<file path="src/hdl/pip_pkg.sv">
// ----------------------------------------------------------------------------
// pip_pkg
// Shared codes, widths and control/status types of the point-in-polygon block.
// ----------------------------------------------------------------------------
`default_nettype none

package pip_pkg;

  localparam int IDX_W = 6;   // vertex_index field width
  localparam int CFG_W = 7;   // vertex_count register width

  localparam logic OP_LOAD  = 1'b0;
  localparam logic OP_QUERY = 1'b1;

  // controller -> datapath
  typedef struct packed {
    logic vtx_wr;     // write one vertex into the store
    logic point_ld;   // capture query point, clear inside flag
    logic rd_prime;   // read in flight is the last vertex (edge seed)
    logic rd_edge;    // read in flight is an edge's current vertex
  } pip_cmd_t;

  // datapath -> controller
  typedef struct packed {
    logic busy;         // edge pipeline still holds work
    logic crossed_odd;  // running even-odd flag
  } pip_sts_t;

endpackage

`default_nettype wire

</file>
<file path="src/hdl/pip_ctrl.sv">
// ----------------------------------------------------------------------------
// pip_ctrl
// Sequencer: vertex_count register, edge walk, pipeline drain, result register.
// ----------------------------------------------------------------------------
`default_nettype none

module pip_ctrl
  import pip_pkg::*;
#(
  parameter int MAX_VERTICES = 64
) (
  input  wire logic                              clk,
  input  wire logic                              rst_n,
  input  wire logic                              in_valid,
  input  wire logic                              in_op,
  output logic                                   in_ready,
  input  wire logic                              cfg_we,
  input  wire logic [CFG_W-1:0]                  cfg_wdata,
  output pip_cmd_t                               cmd,
  output logic [$clog2(MAX_VERTICES)-1:0]        rd_addr,
  input  wire pip_sts_t                          sts,
  output logic                                   out_valid,
  input  wire logic                              out_ready,
  output logic                                   out_inside
);

  localparam int AW = $clog2(MAX_VERTICES);
  localparam int CW = $clog2(MAX_VERTICES + 1);
  localparam int KW = (CW > CFG_W) ? CW : CFG_W;

  typedef enum logic [1:0] {
    S_IDLE,
    S_WALK,
    S_DRAIN,
    S_FINISH
  } state_t;

  state_t             state_r;
  logic [CFG_W-1:0]   vcount_r;
  logic [AW-1:0]      idx_r;
  logic [AW-1:0]      last_r;
  logic [AW-1:0]      rd_addr_r;
  logic               prime_r;
  logic               edge_r;
  logic               out_valid_r;
  logic               out_inside_r;

  logic [KW-1:0]      cfg_ext;
  logic [KW-1:0]      max_ext;
  logic [CW-1:0]      n_now;
  logic               acc;
  logic               fin_go;

  assign cfg_ext = KW'(vcount_r);
  assign max_ext = KW'(MAX_VERTICES);
  assign n_now   = (cfg_ext > max_ext) ? CW'(max_ext) : CW'(cfg_ext);

  assign in_ready = (state_r == S_IDLE);
  assign acc      = in_valid && in_ready;

  // result register free (or draining this cycle) in the finish state
  assign fin_go = (state_r == S_FINISH) && (!out_valid_r || out_ready);

  assign cmd = '{vtx_wr:   acc && (in_op == OP_LOAD),
                 point_ld: acc && (in_op == OP_QUERY),
                 rd_prime: prime_r,
                 rd_edge:  edge_r};
  assign rd_addr = rd_addr_r;

  assign out_valid  = out_valid_r;
  assign out_inside = out_inside_r;

  always_ff @(posedge clk) begin
    if (!rst_n) begin
      state_r     <= S_IDLE;
      vcount_r    <= '0;
      prime_r     <= 1'b0;
      edge_r      <= 1'b0;
      out_valid_r <= 1'b0;
    end else begin
      if (cfg_we) begin
        vcount_r <= cfg_wdata;
      end
      if (fin_go) begin
        out_valid_r <= 1'b1;
      end else if (out_ready) begin
        out_valid_r <= 1'b0;
      end
      unique case (state_r)
        S_IDLE: begin
          edge_r <= 1'b0;
          if (acc && (in_op == OP_QUERY)) begin
            if (n_now == '0) begin
              prime_r <= 1'b0;
              state_r <= S_FINISH;
            end else begin
              rd_addr_r <= AW'(n_now - CW'(1));
              last_r    <= AW'(n_now - CW'(1));
              idx_r     <= '0;
              prime_r   <= 1'b1;
              state_r   <= S_WALK;
            end
          end else begin
            prime_r <= 1'b0;
          end
        end
        S_WALK: begin
          prime_r   <= 1'b0;
          rd_addr_r <= idx_r;
          edge_r    <= 1'b1;
          if (idx_r == last_r) begin
            state_r <= S_DRAIN;
          end else begin
            idx_r <= idx_r + AW'(1);
          end
        end
        S_DRAIN: begin
          prime_r <= 1'b0;
          edge_r  <= 1'b0;
          if (!edge_r && !sts.busy) begin
            state_r <= S_FINISH;
          end
        end
        S_FINISH: begin
          prime_r <= 1'b0;
          edge_r  <= 1'b0;
          if (fin_go) begin
            out_inside_r <= sts.crossed_odd;
            state_r      <= S_IDLE;
          end
        end
        default: begin
          prime_r <= 1'b0;
          edge_r  <= 1'b0;
          state_r <= S_IDLE;
        end
      endcase
    end
  end

endmodule

`default_nettype wire

</file>
<file path="config.mk">
export PLATFORM = sky130hd
export DESIGN_NAME = pip_ctrl
export DESIGN_NICKNAME = d
export VERILOG_FILES = /design/src/hdl/pip_pkg.sv /design/src/hdl/pip_ctrl.sv
export SDC_FILE = /design/constraint.sdc
export NUM_CORES = 1
export LEC_CHECK = 0
export ABC_CLOCK_PERIOD_IN_PS = 2800
export BUFFER_PORTS_ARGS = -buffer_cell sky130_fd_sc_hd__buf_2
export CAP_MARGIN = 30
export CORE_UTILIZATION = 54
export DETAILED_ROUTE_END_ITERATION = 10
export HOLD_SLACK_MARGIN = 0.05
export PLACE_DENSITY = 0.89
export RECOVER_POWER = 50
export SYNTH_ARGS = -nofsm -noshare
export SYNTH_HDL_FRONTEND = slang
export SYNTH_SLANG_ARGS = --single-unit
</file>
<file path="constraint.sdc">
create_clock -name clk -period 2.8 [get_ports clk]
set_input_delay 0.56 -clock clk [delete_from_list [all_inputs] [get_ports clk]]
set_output_delay 0.56 -clock clk [all_outputs]
set_load 0.01 [all_outputs]
</file>
---- Yosys cells after proc, flatten, opt, wreduce, memory -nomap -nowiden ----
Index checks and enable logic that the tools add are counted.
storage, ports and cells
  register bits after elaboration ......... 31
  input bits .............................. 15
  logic and storage cells ................. 64
cells by class
  add/sub/neg operators ................... 2
  $lt $le $gt $ge ......................... 1
  eq/ne operators ......................... 10
  muxes and demuxes ....................... 20
  bitwise gates (word level) .............. 2
  reduce and logical (&&, ||, !) cells .... 20
operators with widths
  kind                   count
  $mux W6                5
  $pmux W6 S2            2
  $reduce_and A4 Y1      3
  $mux W2                5
  $ne A2 B2 Y1 const B   5
  $pmux W2 S4            1
  $gt A7 B7 Y1 const B   1
  $logic_not A7 Y1       1
  $mux W7                1
  $add A6 B1 Y6 const B  1
  $eq A6 B6 Y1           1
  $reduce_or A3 Y1       2
  $sub A6 B1 Y6 const B  1
  $logic_and A1 B1 Y1    5
  $reduce_and A5 Y1      1
  $eq A2 B2 Y1 const B   2
  $mux W1                4
  $pmux W1 S2            2
  $reduce_bool A2 Y1     2
  $logic_not A1 Y1       3
  $reduce_and A3 Y1      1
  $eq A2 B1 Y1 const B   1
  $logic_not A2 Y1       1
  $ne A2 B1 Y1 const B   1
  other kinds (2)        3

---- Depth between registers and ports, before layout ----
Gate-level depths: netlist (run 1).
  depth after elaboration ................. 6
  mapped depth ............................ 6
  gate-level depth less buffers ........... 6

---- Least setup slack after synthesis (run 1) ----
No wires, ideal clock.
  path type ............................... flip-flop to flip-flop
  start ................................... register state_r[1]
  end ..................................... register idx_r[0] (enable)
  arrival time ............................ 1679 ps
  data required time ...................... 2479 ps
  setup slack ............................. 800 ps
  stages on the path, launching flop included .. 7
  clock period less this slack ............ 2000 ps
  cell sequence ........................... dfxtp_1 inv_1 ha_1 clkbuf_1 nand2_1 o21ai_0 and2_1
on the way
  cells in the longest elaborated chain, start to end .. 5
RTL lines
  element                        line                            RTL
  from (decl)                    pip_ctrl.sv:38                  state_t state_r;
  from (signal assigned)         pip_ctrl.sv:75                  state_r <= S_IDLE;
  from (signal assigned)         pip_ctrl.sv:95                  state_r <= S_FINISH;
  from (signal assigned)         pip_ctrl.sv:101                 state_r <= S_WALK;
  $logic_not A2 Y1               pip_ctrl.sv:58, pip_ctrl.sv:89
  $logic_and A1 B1 Y1            pip_ctrl.sv:59                  assign acc = in_valid && in_ready;
  $logic_and A1 B1 Y1            pip_ctrl.sv:92                  if (acc && (in_op == OP_QUERY)) begin
  $ne A2 B1 Y1 (no line)         -
  $reduce_and A5 Y1 (no line) *  -
  to (signal assigned)           pip_ctrl.sv:114                 idx_r <= idx_r + AW'(1);
  to (decl)                      pip_ctrl.sv:40                  logic [AW-1:0] idx_r;
Mark *: on every way between the ends. The rest lies on a longest branch, timed or not.
A chain may end at the register's enable or synchronous reset.

---- Worst setup path after layout (run 1) ----
  start ................................... register state_r[1]
  end ..................................... register idx_r[5] (enable)
Same word-level chain as after synthesis.

==> results of run 1 <==
metal layers:
metal | vias to the layer above | GRT usage | share of wire
met4 | 0 | 0.0857 | 0.011
met1 | 481 | 0.240 | 0.43
li1 | 526 | - | -
met3 | 4 | 0.0698 | 0.049
met2 | 31 | 0.346 | 0.51
met5 | - | 0 | 0
cells by family after synthesis:
| kind of cell | synth area share |
|---|---|
| compound gates | 0.0564 |
| xor+xnor | 0.0676 |
| fa+ha+maj | 0.0564 |
| buf+inv | 0.0314 |
| flops | 0.522 |
| mux | 0.0942 |
| simple gates | 0.172 |
worst max-delay path by stage:
stage	endpoint	cells past startpoint
after global placement	idx_r[4]$_SDFFCE_PN0P_	5
after CTS	idx_r[5]$_SDFFCE_PN0P_	5
after global routing	idx_r[3]$_SDFFCE_PN0P_	5
final	idx_r[5]$_SDFFCE_PN0P_	5
after detailed placement	idx_r[5]$_SDFFCE_PN0P_	5
after floorplan	idx_r[0]$_SDFFCE_PN0P_	6
state kept, by name (all words and copies together), names as in the netlist:
register	flops
rd_addr	6
prime_r	1
edge_r	1
cfg_ext	7
idx_r	6
last_r	6
out_valid	1
out_inside	1
state_r	2
cell usage after synthesis:
cell type | n | area share
a41o_1 | 1 | 0.0064
a21boi_0 | 1 | 0.0048
o41ai_1 | 1 | 0.0056
ha_1 | 7 | 0.056
o21a_1 | 2 | 0.0097
a221oi_1 | 1 | 0.0056
nor4_1 | 2 | 0.0081
clkbuf_1 | 4 | 0.0097
or3_1 | 1 | 0.0040
or3_4 | 1 | 0.0072
nor2_1 | 5 | 0.012
mux2i_1 | 9 | 0.058
inv_1 | 5 | 0.012
nand2_1 | 7 | 0.017
a31o_2 | 1 | 0.0056
o31a_1 | 1 | 0.0056
dfxtp_1 | 12 | 0.15
nor2b_1 | 11 | 0.044
buf_4 | 2 | 0.0097
and2_1 | 5 | 0.020
nand3b_1 | 1 | 0.0048
xor2_1 | 6 | 0.034
nand3_1 | 2 | 0.0064
xnor2_1 | 6 | 0.034
nor3_1 | 2 | 0.0064
edfxtp_1 | 19 | 0.37
nand2b_1 | 4 | 0.016
nand4_1 | 2 | 0.0081
or2b_1 | 1 | 0.0048
and3_1 | 2 | 0.0081
mux2_2 | 5 | 0.036
nor3b_1 | 1 | 0.0048
o21ai_0 | 4 | 0.013
area by class of cell:
type,count,area (µm²)
Fill cell,228,1000
Sequential cell,31,811
Multi-Input combinational cell,92,689
Timing Repair Buffer,27,121
Tap cell,31,38.8
Clock buffer,5,37.5
Inverter,5,18.8
Clock inverter,3,15.0
worst register-to-register path: cells and delay by family, from the launching register on:
| family | cells | cell delay (ps) |
|---|---|---|
| AO/OA/AOI/OAI | 1 | 740 |
| adder cells (fa/ha/maj) | 1 | 460 |
| buffers and inverters | 1 | 90 |
| flip-flops | 1 | 350 |
| AND/OR/NAND/NOR | 2 | 550 |
report_power, final:
group          total (mW)  switching (mW)  internal (mW)
Clock               0.247           0.154         0.0932
Sequential          0.597          0.0416          0.555
Combinational       0.321           0.174          0.147
==> out/qor.yml, run 1 <==
cts:
  ctsHoldBuffers: 0
  clk_path_buf_depth: 2
  cts_sinks: 31
  numCtsBuffers: 5
  clk_pin_slew_ps: 100
  post_cts_buffers: 0
  cts-root-buf: "clkbuf_4"
  h-tree-depth: 2
  cts_tree: "yes"
  post_cts_resized: 0
  clock_latency_ps: 330
final_layout:
  final_util: 0.633
  area_growth_pct: 11.4
  fin_cells: 194
  nets: 184
  drive_above_1_share: 0.184
  mostFrequentLayoutCells: "edfxtp_1, buf_2, dfxtp_1"
  insertedDiodeCount: 0
  layout_commonest_cell: "edfxtp_1"
  final_area_mm2: 0.00173
drt:
  wl_per_cell_um: 14.4
  drcViolationCount: 0
  route.vias.total: 1042
  drt_iter0_drc: 50
  dr.pass1.iters: 4
  ant_nets: 0
  wl_um: 2800
  vias_per_cell: 5.37
sta:
  setup_viol: 0
  fin_skew_ps: 9.06
  drv_slew: 0
  fmax_mhz: 398
  final_hold_viol_count: 0
  tightest_slew_ps: 908
  rsz0062_at_grt: "no"
  slew_headroom: 0.388
  worst_slack_ps: 289
  whs_ps: 402
  fin_tns_setup_ps: 0
  fin_crit_sh: 0.897
  period_minus_slack_ps: 2510
yosys:
  ys_ff_latch: 31
  yosysSeqAreaShare: 0.522
  synth_cell_type_count: 33
  syn_inst: 134
  syn_avg_cell_area_um2: 11.6
  synth_fp_nets: 156
  synth_warnings: 0
  synth.cell_area_mm2: 0.00155
critical_path:
  cp_cell_sequence: "inv_1 > ha_1 > nand2_1 > o21ai_0 > and2_1"
  reg2reg_to: "idx_r[5]$_SDFFCE_PN0P_"
  cpPeakStageDelay_ps: 740
  critPathTopFamily: "compound AO/OA/AOI/OAI gates"
  worstPathRequired_ps: 2820
  end_kind: "flip-flop"
  cp.buffers_inverters: 1
  cp_data_arrival_time_ps: 2530
  worstSetupStartpointType: "flip-flop"
  r2r_cells: 5
  cp_slowest_cell: "o21ai_0"
  crit_fanout: 16
  crit_start: "state_r[1]$_SDFFE_PN0P_"
  timing.rr.start: "state_r[1]$_SDFFE_PN0P_"
  criticalPathCategory: "flip-flop to flip-flop"
  r2r_slack_ps: 290
floorplanning:
  core_mm2: 0.00273
  die_w_um: 55.6
  initial_core_util: 0.568
  dieHeight_um: 55.6
  num_rows: 19
  die_area_mm2: 0.00310
  pin_count: 28
power:
  p_per_area_mw_per_mm2: 673
  irDropWorstVdd_uv: 507
  leakagePower_nw: 0.697
  p_total_mw: 1.16
place:
  dp_slack_ps: 287
  dp_hpwl_um: 2220
  post_dp_cell_area_mm2: 0.00170
  placedCellCount: 186
  gp_congestion: 0.795
  portBuffers: 27
job:
  max_cap_violations: 0
min_path:
  min_from: "sts[0]"
  min_to: "out_inside$_DFFE_PP_"
  hp-class: "primary input to flip-flop"
  hold_path_depth: 1
grt:
  grtUsageTotal: 0.206
  antenna_found_initial: 0
  grt_max_degree: 17
  grt_pass1_wl_um: 4690
  grt_overflow: 0
  grt_pass1_vias: 1033
status:
  outcome: "complete, no violations"
(Power assumes the default switching activity.)
==> run 2: changes to the inputs <==
Settings changed: BUFFER_PORTS_ARGS -buffer_cell sky130_fd_sc_hd__buf_2 to unset, CORE_UTILIZATION 54 to 60, DONT_BUFFER_PORTS set to 1, PLACE_DENSITY 0.89 to 0.87.
==> out/qor.yml, run 2 (synthesis gave the netlist of run 1 again) <==
sta:
  slew_headroom: 0.654  # +0.266
  fin_skew_ps: 9.44  # +0.387 ps
  drv_slew: 0  # unchanged
  final_hold_viol_count: 0  # unchanged
  rsz0062_at_grt: "no"
  setup_viol: 0  # unchanged
  fin_tns_setup_ps: 0  # unchanged
  tightest_slew_ps: 519  # -389 ps
  whs_ps: 329  # -72.6 ps
  fin_crit_sh: 0.732  # -0.165
  fmax_mhz: 488  # +23%
  period_minus_slack_ps: 2050  # -462 ps
power:
  p_per_area_mw_per_mm2: 700  # +4.0%
  irDropWorstVdd_uv: 625  # +23%
  leakagePower_nw: 0.619  # -11%
grt:
  grt_pass1_wl_um: 4350  # -7.2%
  antenna_found_initial: 0  # unchanged
  grtUsageTotal: 0.230  # +0.0240
  grt_pass1_vias: 927  # -10%
  grt_overflow: 0  # unchanged
  grt_max_degree: 17  # unchanged
critical_path:
  worstSetupStartpointType: "flip-flop"
  cp_cell_sequence: "inv_1 > ha_1 > nand4_1 > a31o_2 > o21ai_0 > buf_4 > and2_1"
  end_kind: "flip-flop"
  cp_data_arrival_time_ps: 2070  # -460 ps
  crit_fanout: 9  # -7
  cp.buffers_inverters: 2  # +1
  cp_slowest_cell: "ha_1"
  r2r_slack_ps: 750  # +460 ps
  reg2reg_to: "idx_r[2]$_SDFFCE_PN0P_"
  timing.rr.start: "state_r[0]$_SDFFE_PN0P_"
  critPathTopFamily: "simple AND/OR/NAND/NOR gates"
  criticalPathCategory: "flip-flop to flip-flop"
  worstPathRequired_ps: 2820  # about the same
  cpPeakStageDelay_ps: 360  # -380 ps
  r2r_cells: 7  # +2
floorplanning:
  core_mm2: 0.00245  # -10%
  pin_count: 28  # unchanged
  die_w_um: 52.9  # -5.0%
  die_area_mm2: 0.00280  # -9.7%
  num_rows: 18  # -1
  initial_core_util: 0.633  # +0.0646
  dieHeight_um: 52.9  # -5.0%
cts:
  post_cts_resized: 0  # unchanged
  ctsHoldBuffers: 0  # unchanged
  cts-root-buf: "clkbuf_4"
  clk_pin_slew_ps: 90  # about the same
  cts_tree: "yes"
  post_cts_buffers: 0  # unchanged
  clock_latency_ps: 320  # about the same
  cts_sinks: 31  # unchanged
  numCtsBuffers: 5  # unchanged
  h-tree-depth: 2  # unchanged
  clk_path_buf_depth: 2  # unchanged
min_path:
  min_from: "sts[0]"
  hold_path_depth: 0  # -1
  min_to: "out_inside$_DFFE_PP_"
  hp-class: "primary input to flip-flop"
place:
  portBuffers: 0  # -100%
  gp_congestion: 0.783  # -1.5%
  dp_hpwl_um: 2140  # -3.6%
  post_dp_cell_area_mm2: 0.00157  # -7.6%
final_layout:
  largest_register_ffs: 7  # unchanged
  layout_commonest_cell: "edfxtp_1"
  drive_above_1_share: 0.0949  # -0.0892
  area_growth_pct: 3.86
  insertedDiodeCount: 0  # unchanged
  nets: 158  # -14%
  final_area_mm2: 0.00161  # -6.8%
  mostFrequentLayoutCells: "edfxtp_1, dfxtp_1, nor2b_1"
drt:
  drcViolationCount: 0  # unchanged
  route.vias.total: 1007  # -3.4%
  wl_um: 2760  # -1.3%
  wl_per_cell_um: 16.5  # +15%
  vias_per_cell: 6.03  # +12%
  dr.pass1.iters: 4  # unchanged
  ant_nets: 0  # unchanged
  drt_iter0_drc: 21  # -58%
status:
  outcome: "complete, no violations"
job:
  max_cap_violations: 0  # unchanged
[run 2: cell count changes in the layout (fill, tap and decap cells not counted), sizes merged]
| cell | before | now |
|---|---|---|
| buf | 16 | 1 |
| clkbuf | 16 | 7 |
| clkinv | 3 | 1 |
[run 2: metal layers]
layer  wire (µm)  up-vias  share of wire  track usage
li1            -      473              -            -
met1        1130      476           0.41        0.272
met2        1390       44           0.50        0.363
met3         157       14          0.057       0.0776
met4          85        0          0.031        0.127
met5           0        -              0            0
[run 2: cell type report]
cell class | instances | area (µm²)
Sequential cell | 31 | 811
Fill cell | 180 | 841
Clock buffer | 7 | 45.0
Clock inverter | 1 | 5.00
Timing Repair Buffer | 1 | 7.51
Inverter | 5 | 18.8
Tap cell | 30 | 37.5
Multi-Input combinational cell | 92 | 689
[run 2: worst max path at each step]
| stage | from | to | slack, ps | cells past startpoint |
|---|---|---|---|---|
| after floorplan | state_r[1]$_SDFFE_PN0P_ | idx_r[0]$_SDFFCE_PN0P_ | 800 | 6 |
| after global placement | state_r[0]$_SDFFE_PN0P_ | idx_r[2]$_SDFFCE_PN0P_ | 860 | 7 |
| after detailed placement | state_r[0]$_SDFFE_PN0P_ | idx_r[5]$_SDFFCE_PN0P_ | 780 | 7 |
| after CTS | state_r[0]$_SDFFE_PN0P_ | idx_r[5]$_SDFFCE_PN0P_ | 770 | 7 |
| after global routing | state_r[1]$_SDFFE_PN0P_ | idx_r[0]$_SDFFCE_PN0P_ | 560 | 6 |
| final | state_r[0]$_SDFFE_PN0P_ | idx_r[2]$_SDFFCE_PN0P_ | 750 | 7 |
[run 2: power breakdown]
part / internal, mW / total [mW] / leakage (nW) / switching [mW]
Combinational: 0.130 / 0.283 / 0.319 / 0.153
Clock: 0.0977 / 0.239 / 0.0293 / 0.142
Sequential: 0.556 / 0.607 / 0.271 / 0.0512
Total: 0.784 / 1.13 / 0.619 / 0.346
[run 2: per-stage QoR]
stage                     power [mW]   util  setup slack [ps]  instances
after CTS                       1.13  0.660               768        167
after global routing            1.20  0.657               564        167
after detailed placement       0.899  0.639               778        159
after global placement         0.879  0.639               860        159
after floorplan                0.843      -               800        134
final                           1.13  0.657               751        167
==> run 3: changes to the inputs <==
Settings changed: ABC_CLOCK_PERIOD_IN_PS 2800 to 1770, CORE_UTILIZATION 60 to 55, PLACE_DENSITY 0.87 to 0.84.
Clock period 2.8 ns to 1.77 ns, I/O delays scaled along.
==> out/qor.yml, run 3 (synthesis gave the netlist of run 1 again) <==
status:
  outcome: "finished, violations left"
  violations: "setup timing"
final_layout:
  area_growth_pct: 8.37
  multi_input_area_um2: 711  # +3.1%
  insertedDiodeCount: 0  # unchanged
  final_area_mm2: 0.00168  # +4.3%
  nets: 165  # +4.4%
  fin_cells: 174  # +4.2%
  mostFrequentLayoutCells: "edfxtp_1, nor2b_1, dfxtp_1"
  regArea_um2: 812  # +0.15%
  fillers: 213  # +18%
  drive_above_1_share: 0.174  # +0.0787
  largest_register_ffs: 7  # unchanged
  layout_commonest_cell: "edfxtp_1"
place:
  placedCellCount: 166  # +4.4%
  dp_hpwl_um: 2190  # +2.5%
  gp_congestion: 0.802  # +2.5%
  portBuffers: 0  # unchanged
  dp_slack_ps: 13.6  # -764 ps
  post_dp_cell_area_mm2: 0.00163  # +3.7%
sta:
  period_minus_slack_ps: 1770  # -275 ps
  drv_slew: 0  # unchanged
  whs_ps: 115  # -214 ps
  worst_slack_ps: -4.04  # -755 ps
  setup_viol: 1  # +1
  fin_crit_sh: 1.00  # +0.271
  slew_headroom: 0.783  # +0.129
  fin_skew_ps: 7.37  # -2.07 ps
  tightest_slew_ps: 325  # -193 ps
  fin_tns_setup_ps: -4.04  # -4.04 ps
  rsz0062_at_grt: "yes"
  fmax_mhz: 564  # +15%
  final_hold_viol_count: 0  # unchanged
power:
  p_clk_frac: 0.207  # -0.005
  p_per_area_mw_per_mm2: 1110  # +58%
  switching_share: 0.304  # -0.00191
  leakagePower_nw: 0.652  # +5.2%
  seqPwrFrac: 0.514  # -0.023
  irDropWorstVdd_uv: 836  # +34%
  p_int_mw: 1.30  # +66%
  combPwrFrac: 0.278  # +0.027
  power.net_switching_uw: 568  # +64%
drt:
  drt_iter0_drc: 19  # -9.5%
  drcViolationCount: 0  # unchanged
  ant_nets: 0  # unchanged
  dr.pass1.iters: 4  # unchanged
  wl_per_cell_um: 16.5  # about the same
  wl_um: 2880  # +4.1%
  route.vias.total: 989  # -1.8%
  vias_per_cell: 5.68  # -5.7%
floorplanning:
  die_w_um: 55.2  # +4.3%
  num_rows: 18  # unchanged
  initial_core_util: 0.605  # -0.0278
  die_area_mm2: 0.00304  # +8.7%
  pin_count: 28  # unchanged
  core_mm2: 0.00257  # +4.6%
  dieHeight_um: 55.2  # +4.3%
grt:
  grtUsageTotal: 0.224  # -0.00582
  grt_pass1_wl_um: 4510  # +3.6%
  grt_pass1_vias: 1014  # +9.4%
  grt_overflow: 0  # unchanged
  antenna_found_initial: 0  # unchanged
  grt_max_degree: 16  # -1
critical_path:
  cp_cell_sequence: "or3_4 > o31a_1 > or3_4 > mux2_2"
  cp_data_arrival_time_ps: 1860  # -210 ps
  worstPathRequired_ps: 1850  # -970 ps
  worstSetupStartpointType: "flip-flop"
  cpMostUsedCell: "or3_4"
  cpPeakStageDelay_ps: 380  # +20 ps
  cp_slowest_cell: "or3_4"
  crit_fanout: 3  # -6
  end_kind: "flip-flop"
  criticalPathCategory: "flip-flop to flip-flop"
  r2r_slack_ps: -4  # -760 ps
job:
  max_cap_violations: 0  # unchanged
cts:
  post_cts_resized: 3  # +3
  numCtsBuffers: 5  # unchanged
  post_cts_buffers: 0  # unchanged
  cts_tree: "yes"
  clock_latency_ps: 330  # about the same
  clk_pin_slew_ps: 90  # about the same
  cts-root-buf: "clkbuf_4"
  ctsHoldBuffers: 0  # unchanged
  cts_sinks: 31  # unchanged
  h-tree-depth: 2  # unchanged
  clk_path_buf_depth: 2  # unchanged
min_path:
  hp-class: "primary input to flip-flop"
run 3: final timing paths:
check | endpoint | cells after the start | from
max reg2reg | rd_addr[5]$_DFFE_PP_ | 4 | cfg_ext[0]$_SDFFE_PN0P_
min | out_inside$_DFFE_PP_ | 0 | sts[0]
min reg2reg | state_r[1]$_SDFFE_PN0P_ | 2 | state_r[1]$_SDFFE_PN0P_
max | rd_addr[5]$_DFFE_PP_ | 4 | cfg_ext[0]$_SDFFE_PN0P_
run 3: through the flow:
stage                     total power [mW]   util
after detailed placement              1.48  0.634
after floorplan                       1.34      -
after CTS                             1.87  0.654
after global placement                1.45  0.634
final                                 1.87  0.656
after global routing                  1.98  0.656
run 3: final cells by class:
type / count / share of cell area
Inverter: 5 / 0.0111
Multi-Input combinational cell: 92 / 0.422
Tap cell: 30 / 0.0223
Clock buffer: 8 / 0.0290
Timing Repair Buffer: 8 / 0.0334
Sequential cell: 31 / 0.482
run 3: power by group through the flow:
| stage | Sequential, mW | Clock (mW) | Combinational (mW) |
|---|---|---|---|
| after detailed placement | 0.977 | 0 | 0.502 |
| after global routing | 0.971 | 0.433 | 0.577 |
| after global placement | 0.969 | 0 | 0.484 |
| final | 0.960 | 0.387 | 0.520 |
| after CTS | 0.962 | 0.395 | 0.513 |
| after floorplan | 0.951 | 0 | 0.389 |
run 3: critical path: cells and delay by family (launching register included):
| family | cells | cell delay, ps |
|---|---|---|
| compound gates | 1 | 240 |
| flops | 1 | 330 |
| mux | 1 | 260 |
| simple gates | 2 | 700 |
run 3: routing by layer:
metal,vias to the layer above,track usage,share of wire
met4,0,0.117,0.018
met1,470,0.251,0.43
li1,489,-,-
met5,-,0,0
met2,24,0.380,0.51
met3,6,0.0683,0.041
